File: src/mx_pkg.sv
// mx_pkg: shared types and constants for the modular exponentiation block
// holds register index codes and the controller/datapath command and status structs
// no dependencies

package mx_pkg;

    // configuration register index
    localparam int CFG_IDX_W = 2;
    typedef logic [CFG_IDX_W-1:0] t_reg_idx;
    localparam t_reg_idx REG_MODULUS  = 2'd0;
    localparam t_reg_idx REG_EXPONENT = 2'd1;

    // commands from the controller to the datapath
    typedef struct packed {
        logic load;       // take a new message, init accumulator and exponent
        logic red_step;   // one bit of the initial base reduction
        logic mul_start;  // clear partial products, load multiplier bits from base
        logic mul_step;   // one bit of the paired multiply and square
        logic out_load;   // copy the final value into the result register
    } t_cmd;

    // status from the datapath to the controller
    typedef struct packed {
        logic cnt_last;   // last bit of the current serial pass
        logic e_zero;     // no exponent bits left
    } t_status;

endpackage

File: src/modular_exponentiation.sv
// modular_exponentiation: message ^ exponent mod modulus, right-to-left square-and-multiply
// the multiply and the squaring of each exponent bit run side by side, one bit per cycle each
// one request at a time, accepted only while idle; a finished result waits in its own output register
// reset: synchronous active low, modulus and exponent return to 1, no request pending

module modular_exponentiation #(
    parameter int WORD_BITS = 64
) (
    input  logic                  i_clk,
    input  logic                  i_rst_n,
    input  logic                  i_cfg_we,
    input  mx_pkg::t_reg_idx      i_cfg_idx,
    input  logic [WORD_BITS-1:0]  i_cfg_wdata,
    input  logic                  i_in_valid,
    output logic                  o_in_ready,
    input  logic [WORD_BITS-1:0]  i_message_in,
    output logic                  o_out_valid,
    input  logic                  i_out_ready,
    output logic [WORD_BITS-1:0]  o_result_out
);

    mx_pkg::t_cmd    w_cmd;
    mx_pkg::t_status w_status;

    // sequencer
    mx_ctrl u_ctrl (
        .i_clk       (i_clk),
        .i_rst_n     (i_rst_n),
        .i_in_valid  (i_in_valid),
        .o_in_ready  (o_in_ready),
        .o_out_valid (o_out_valid),
        .i_out_ready (i_out_ready),
        .i_status    (w_status),
        .o_cmd       (w_cmd)
    );

    // arithmetic and key storage
    mx_datapath #(.WORD_BITS(WORD_BITS)) u_datapath (
        .i_clk        (i_clk),
        .i_rst_n      (i_rst_n),
        .i_cfg_we     (i_cfg_we),
        .i_cfg_idx    (i_cfg_idx),
        .i_cfg_wdata  (i_cfg_wdata),
        .i_message_in (i_message_in),
        .i_cmd        (w_cmd),
        .o_status     (w_status),
        .o_result_out (o_result_out)
    );

endmodule

File: src/mx_mulstep.sv
// mx_mulstep: one bit step of the serial modular multiply, (2r + bit*a) mod n
// operands r and a must be below n; depends on nothing else

module mx_mulstep #(
    parameter int WORD_BITS = 64
) (
    input  logic [WORD_BITS-1:0] i_r,
    input  logic [WORD_BITS-1:0] i_a,
    input  logic                 i_bit,
    input  logic [WORD_BITS-1:0] i_n,
    output logic [WORD_BITS-1:0] o_r
);

    localparam int TW = WORD_BITS + 2;

    logic [TW-1:0] w_t;
    logic [TW-1:0] w_n1;
    logic [TW-1:0] w_n2;

    // doubled partial plus optional addend, below 3n
    assign w_t  = {1'b0, i_r, 1'b0} + (i_bit ? {2'b00, i_a} : TW'(0));
    assign w_n1 = {2'b00, i_n};
    assign w_n2 = {1'b0, i_n, 1'b0};

    // subtract n or 2n so the result lands below n
    always_comb begin
        if (w_t >= w_n2) begin
            o_r = WORD_BITS'(w_t - w_n2);
        end else if (w_t >= w_n1) begin
            o_r = WORD_BITS'(w_t - w_n1);
        end else begin
            o_r = WORD_BITS'(w_t);
        end
    end

endmodule

File: src/mx_datapath.sv
// mx_datapath: key registers, accumulator, base and two serial modular multipliers
// depends on mx_pkg and mx_mulstep

module mx_datapath #(
    parameter int WORD_BITS = 64
) (
    input  logic                      i_clk,
    input  logic                      i_rst_n,
    input  logic                      i_cfg_we,
    input  mx_pkg::t_reg_idx          i_cfg_idx,
    input  logic [WORD_BITS-1:0]      i_cfg_wdata,
    input  logic [WORD_BITS-1:0]      i_message_in,
    input  mx_pkg::t_cmd              i_cmd,
    output mx_pkg::t_status           o_status,
    output logic [WORD_BITS-1:0]      o_result_out
);

    localparam int CW = $clog2(WORD_BITS);

    logic [WORD_BITS-1:0] r_mod;
    logic [WORD_BITS-1:0] r_exp;
    logic [WORD_BITS-1:0] r_e;
    logic [WORD_BITS-1:0] r_acc;
    logic [WORD_BITS-1:0] r_base;
    logic [WORD_BITS-1:0] r_pa;
    logic [WORD_BITS-1:0] r_pb;
    logic [WORD_BITS-1:0] r_bsh;
    logic [CW-1:0]        r_cnt;
    logic [WORD_BITS-1:0] r_result;

    logic [WORD_BITS-1:0] w_step_a;
    logic [WORD_BITS-1:0] w_step_b;
    logic [WORD_BITS-1:0] w_addend_b;

    // key registers
    always_ff @(posedge i_clk) begin
        if (!i_rst_n) begin
            r_mod <= WORD_BITS'(1);
            r_exp <= WORD_BITS'(1);
        end else if (i_cfg_we) begin
            if (i_cfg_idx == mx_pkg::REG_MODULUS) begin
                r_mod <= i_cfg_wdata;
            end
            if (i_cfg_idx == mx_pkg::REG_EXPONENT) begin
                r_exp <= i_cfg_wdata;
            end
        end
    end

    // unit b reduces the message with addend 1, later squares the base
    assign w_addend_b = i_cmd.red_step ? WORD_BITS'(1) : r_base;

    // accumulator times base
    mx_mulstep #(.WORD_BITS(WORD_BITS)) u_mul_a (
        .i_r   (r_pa),
        .i_a   (r_acc),
        .i_bit (r_bsh[WORD_BITS-1]),
        .i_n   (r_mod),
        .o_r   (w_step_a)
    );

    // base times base, or message mod n
    mx_mulstep #(.WORD_BITS(WORD_BITS)) u_mul_b (
        .i_r   (r_pb),
        .i_a   (w_addend_b),
        .i_bit (r_bsh[WORD_BITS-1]),
        .i_n   (r_mod),
        .o_r   (w_step_b)
    );

    // status to the controller
    assign o_status.cnt_last = (r_cnt == CW'(WORD_BITS - 1));
    assign o_status.e_zero   = (r_e == '0);

    // working registers
    always_ff @(posedge i_clk) begin
        if (i_cmd.load) begin
            r_bsh <= i_message_in;
            r_pb  <= '0;
            r_cnt <= '0;
            r_acc <= (r_mod == WORD_BITS'(1)) ? '0 : WORD_BITS'(1);
            r_e   <= r_exp;
        end
        if (i_cmd.red_step) begin
            r_pb  <= w_step_b;
            r_bsh <= {r_bsh[WORD_BITS-2:0], 1'b0};
            r_cnt <= r_cnt + CW'(1);
            if (o_status.cnt_last) begin
                r_base <= w_step_b;
            end
        end
        if (i_cmd.mul_start) begin
            r_bsh <= r_base;
            r_pa  <= '0;
            r_pb  <= '0;
            r_cnt <= '0;
        end
        if (i_cmd.mul_step) begin
            r_pa  <= w_step_a;
            r_pb  <= w_step_b;
            r_bsh <= {r_bsh[WORD_BITS-2:0], 1'b0};
            r_cnt <= r_cnt + CW'(1);
            if (o_status.cnt_last) begin
                if (r_e[0]) begin
                    r_acc <= w_step_a;
                end
                r_base <= w_step_b;
                r_e    <= {1'b0, r_e[WORD_BITS-1:1]};
            end
        end
        if (i_cmd.out_load) begin
            r_result <= (r_mod == '0) ? '0 : r_acc;
        end
    end

    assign o_result_out = r_result;

endmodule

File: src/mx_ctrl.sv
// mx_ctrl: sequencer for reduction, multiply/square passes and result handoff
// depends on mx_pkg

module mx_ctrl (
    input  logic             i_clk,
    input  logic             i_rst_n,
    input  logic             i_in_valid,
    output logic             o_in_ready,
    output logic             o_out_valid,
    input  logic             i_out_ready,
    input  mx_pkg::t_status  i_status,
    output mx_pkg::t_cmd     o_cmd
);

    typedef enum logic [4:0] {
        S_IDLE  = 5'b00001,
        S_RED   = 5'b00010,
        S_CHECK = 5'b00100,
        S_MUL   = 5'b01000,
        S_FIN   = 5'b10000
    } t_state;

    t_state r_state;
    t_state n_state;
    logic   r_out_valid;
    logic   n_out_valid;

    // next state and commands
    always_comb begin
        n_state = r_state;
        o_cmd   = '0;
        case (r_state)
            S_IDLE: begin
                if (i_in_valid) begin
                    o_cmd.load = 1'b1;
                    n_state    = S_RED;
                end
            end
            S_RED: begin
                o_cmd.red_step = 1'b1;
                if (i_status.cnt_last) begin
                    n_state = S_CHECK;
                end
            end
            S_CHECK: begin
                if (i_status.e_zero) begin
                    n_state = S_FIN;
                end else begin
                    o_cmd.mul_start = 1'b1;
                    n_state         = S_MUL;
                end
            end
            S_MUL: begin
                o_cmd.mul_step = 1'b1;
                if (i_status.cnt_last) begin
                    n_state = S_CHECK;
                end
            end
            S_FIN: begin
                if (!r_out_valid || i_out_ready) begin
                    o_cmd.out_load = 1'b1;
                    n_state        = S_IDLE;
                end
            end
            default: begin
                n_state = S_IDLE;
            end
        endcase
    end

    // output request flag
    always_comb begin
        n_out_valid = r_out_valid;
        if (o_cmd.out_load) begin
            n_out_valid = 1'b1;
        end else if (i_out_ready) begin
            n_out_valid = 1'b0;
        end
    end

    always_ff @(posedge i_clk) begin
        if (!i_rst_n) begin
            r_state     <= S_IDLE;
            r_out_valid <= 1'b0;
        end else begin
            r_state     <= n_state;
            r_out_valid <= n_out_valid;
        end
    end

    assign o_in_ready  = (r_state == S_IDLE);
    assign o_out_valid = r_out_valid;

endmodule

File: config.mk
export PLATFORM = sky130hd
export DESIGN_NAME = modular_exponentiation
export DESIGN_NICKNAME = d
export VERILOG_FILES = /design/src/mx_pkg.sv /design/src/modular_exponentiation.sv /design/src/mx_mulstep.sv /design/src/mx_datapath.sv /design/src/mx_ctrl.sv
export SDC_FILE = /design/constraint.sdc
export NUM_CORES = 2
export LEC_CHECK = 0
export ABC_CLOCK_PERIOD_IN_PS = 7000
export BUFFER_PORTS_ARGS = -buffer_cell sky130_fd_sc_hd__buf_2
export CAP_MARGIN = 30
export CORE_UTILIZATION = 50
export DETAILED_ROUTE_END_ITERATION = 12
export GPL_TIMING_DRIVEN = 0
export PLACE_DENSITY = 0.69
export REMOVE_ABC_BUFFERS = 1
export SETUP_SLACK_MARGIN = 0.4
export SYNTH_ARGS = -nofsm -noshare
export SYNTH_HDL_FRONTEND = slang
export SYNTH_SLANG_ARGS = --single-unit
File: constraint.sdc
create_clock -name i_clk -period 7 [get_ports i_clk]
set_input_delay 0.7 -clock i_clk [delete_from_list [all_inputs] [get_ports i_clk]]
set_output_delay 0.7 -clock i_clk [all_outputs]
set_load 0.01 [all_outputs]
==> qor.csv <==
metric;value;unit
ys_seq_elements;588;
use_met1;46.27;%
status;completed;
clkSinkCount;588;
grt_pass1_vias;46828;
yosysTopAreaCellShare;15.82;%
dp_hpwl;138.4;mm
synth_cell_types;103;
postSynthCellCount;6203;
drc;0;
hold_viol_final;0;
fp.dieW;316.8;um
vias;50558;
drive_gt1_share;20.89;%
antenna_left;0;
numCtsBuffers;67;
utilization;63.30;%
start_kind;flop;
cts-hold-fix-buffers;0;
period_minus_slack;6794;ps
grt_use_met2;55.95;%
busiest_layer;met2;
clk_pin_slew;60;ps
synth.area.top_cells;edfxtp_1 16%, dfxtp_1 13%, ha_1 9.7%;
core;0.09828;mm^2
finalNonFillerCells;7838;
finalNetCount;7021;
worst_ep_required_time;7560;ps
power_density;190.2;mW/mm^2
pre_cts_slack;-2160;ps
drt_iter0_drc;5031;
yosysTopAreaCell;edfxtp_1;
slowest_delay;410;ps
report.final.slew_viol_count;0;
antenna_found_initial;7;
initial_utilization;50.42;%
criticalPathCategory;reg2reg;
fin_crit_sh;97.06;%
gp_congestion;1.019;
area_delta_synth_final;25.54;%
yosys_warnings;0;
ys.flop_type;dfxtp_1;
grt_max_degree;90;
grt_overflow_total;0;
setup_ws;206.0;ps
hold_class;in2reg;
h-tree-depth;3;
clock-skew-final;33.91;ps
worstSkewPairLatency;690;ps
yosysMostFrequentCell;nand2_1;
yosysSeqAreaShare;29.03;%
viasPerCell;6.450;
relSlewSlack;27.05;%
die-area;0.1004;mm^2
syn_avg_cell_area;7.988;um^2
io_buffer_count;200;
rsz0062_at_grt;true;
power_leakage;25.38;nW
maxCapViolCount;0;
num_io_pins;201;
worst_pin_slew;1091;ps
setup_viol;0;
grt.total_usage;36.05;%
clk_path_buf_depth;3;
cts_tree;done;
critPathMaxFanout;7;
wire_per_inst;24.83;um
endpoint_kind;flop;
synth_common_cells;853 x nand2_1, 496 x a21oi_1, 429 x o21ai_0;
cts-root-buf;clkbuf_16;
placedCellCount;7408;
fmax;0.1472;GHz
crit_slowest_cell;edfxtp_1;
use_met3;7.976;%
peakVddDrop;179.1;uV
wirelength;194.6;mm
synth_async_sr_flop_share;0;%
synth_area;0.04955;mm^2
num_rows;115;
crit_top_cell;buf_6;
die_h;316.8;um
critPathArrivalTime;7360;ps
grt_first_pass_wirelength;278.7;mm
first_pass_iters;9;
synth_enable_flop_cells;261;
-- timing repair --
item | in CTS | in global routing
gates cloned | 13 | 24
pin swaps | 163 | 193
buffers inserted | 175 | 94
setup endpoints to repair | 256 | 256
resized for setup | 600 | 350
-- layer usage --
metal,part of all wire (%),vias to the layer above
met5,0.021,-
met4,6.7,6
met3,9.5,649
met2,44,2536
met1,40,24094
li1,-,23273
-- report_power, final --
| group | total, W | switching (W) | leakage, nW | internal [W] |
|---|---|---|---|---|
| sequential | 0.00383 | 0.0000902 | 5.24 | 0.00374 |
| clock | 0.00372 | 0.00162 | 1.12 | 0.00211 |
| combinational | 0.00428 | 0.00254 | 19.0 | 0.00174 |
| total | 0.0118 | 0.00424 | 25.4 | 0.00759 |
-- cell families (layout without fill, tap and decap cells) --
group | after synthesis | after routing | share of synthesized area, %
and+or+nand+nor | 2219 | 2224 | 21.34
xor gates and xnor gates | 333 | 333 | 5.886
muxes | 207 | 207 | 4.262
AOI/OAI and AO/OA | 1935 | 1935 | 25.33
DFF | 588 | 588 | 29.03
adders and majority gates | 389 | 389 | 9.913
other | 0 | 3 | 0
buffers and inverters | 532 | 872 | 4.242
-- area by class of cell --
type,instances,area (um^2)
Timing Repair Buffer,575,5356
Sequential cell,588,14390
Fill cell,8213,36070
Tap cell,1287,1610
Inverter,177,664.4
Clock buffer,92,1906
Clock inverter,28,424.2
Antenna cell,3,7.507
Multi-Input combinational cell,5088,37850
-- layout by cell type, fill, tap and decap left out, drive strengths merged, types with 178 or more instances in the layout --
cell / count
nand2: 854
buf: 553
a21oi: 501
o21ai: 456
nor2: 404
ha: 383
dfxtp: 327
edfxtp: 261
and2: 231
a21o: 218
xnor2: 204
inv: 180
mux2i: 178
-- critical path: cells and delay by family, from the launching register on --
family | cells | cell delay, ps
and+or+nand+nor | 8 | 960
AOI/OAI and AO/OA | 9 | 2670
DFF | 1 | 410
buffers and inverters | 11 | 1840
xor gates and xnor gates | 1 | 140
adders and majority gates | 2 | 600
-- final timing paths --
kind / from / end / slack (ps) / cells past startpoint
min: i_cfg_wdata[21] / u_datapath.r_exp[21]$_SDFFE_PN0P_ / 270 / 3
min reg2reg: u_datapath.r_exp[37]$_SDFFE_PN0P_ / u_datapath.r_exp[37]$_SDFFE_PN0P_ / 460 / 2
max: u_datapath.r_bsh[63]$_DFFE_PP_ / u_datapath.r_base[49]$_DFF_P_ / 210 / 31
max reg2reg: u_datapath.r_bsh[63]$_DFFE_PP_ / u_datapath.r_base[49]$_DFF_P_ / 210 / 31
-- sequential cells by signal (all words and copies together) (netlist names) --
signal                   flops
u_datapath.r_mod            64
u_datapath.r_bsh            64
u_datapath.r_pa             64
u_datapath.r_exp            64
u_datapath.o_result_out     64
u_datapath.r_acc            64
u_datapath.r_e              64
u_ctrl.o_out_valid           1
u_datapath.r_cnt             6
u_datapath.r_base           64
u_datapath.r_pb             64
u_ctrl.r_state               5
-- per-stage QoR --
stage	hold slack (ps)	total power [W]	cell area (um^2)	setup TNS [ps]
after floorplan	438.0	0.006033	48110	-1118310
after global placement	449.5	0.007001	50730	-4869160
after detailed placement	455.4	0.007020	52000	-398860
after CTS	249.8	0.01134	59190	0
after global routing	268.8	0.01221	62200	0
final	267.8	0.01183	62210	0
Power figures use the tool's default switching activity.
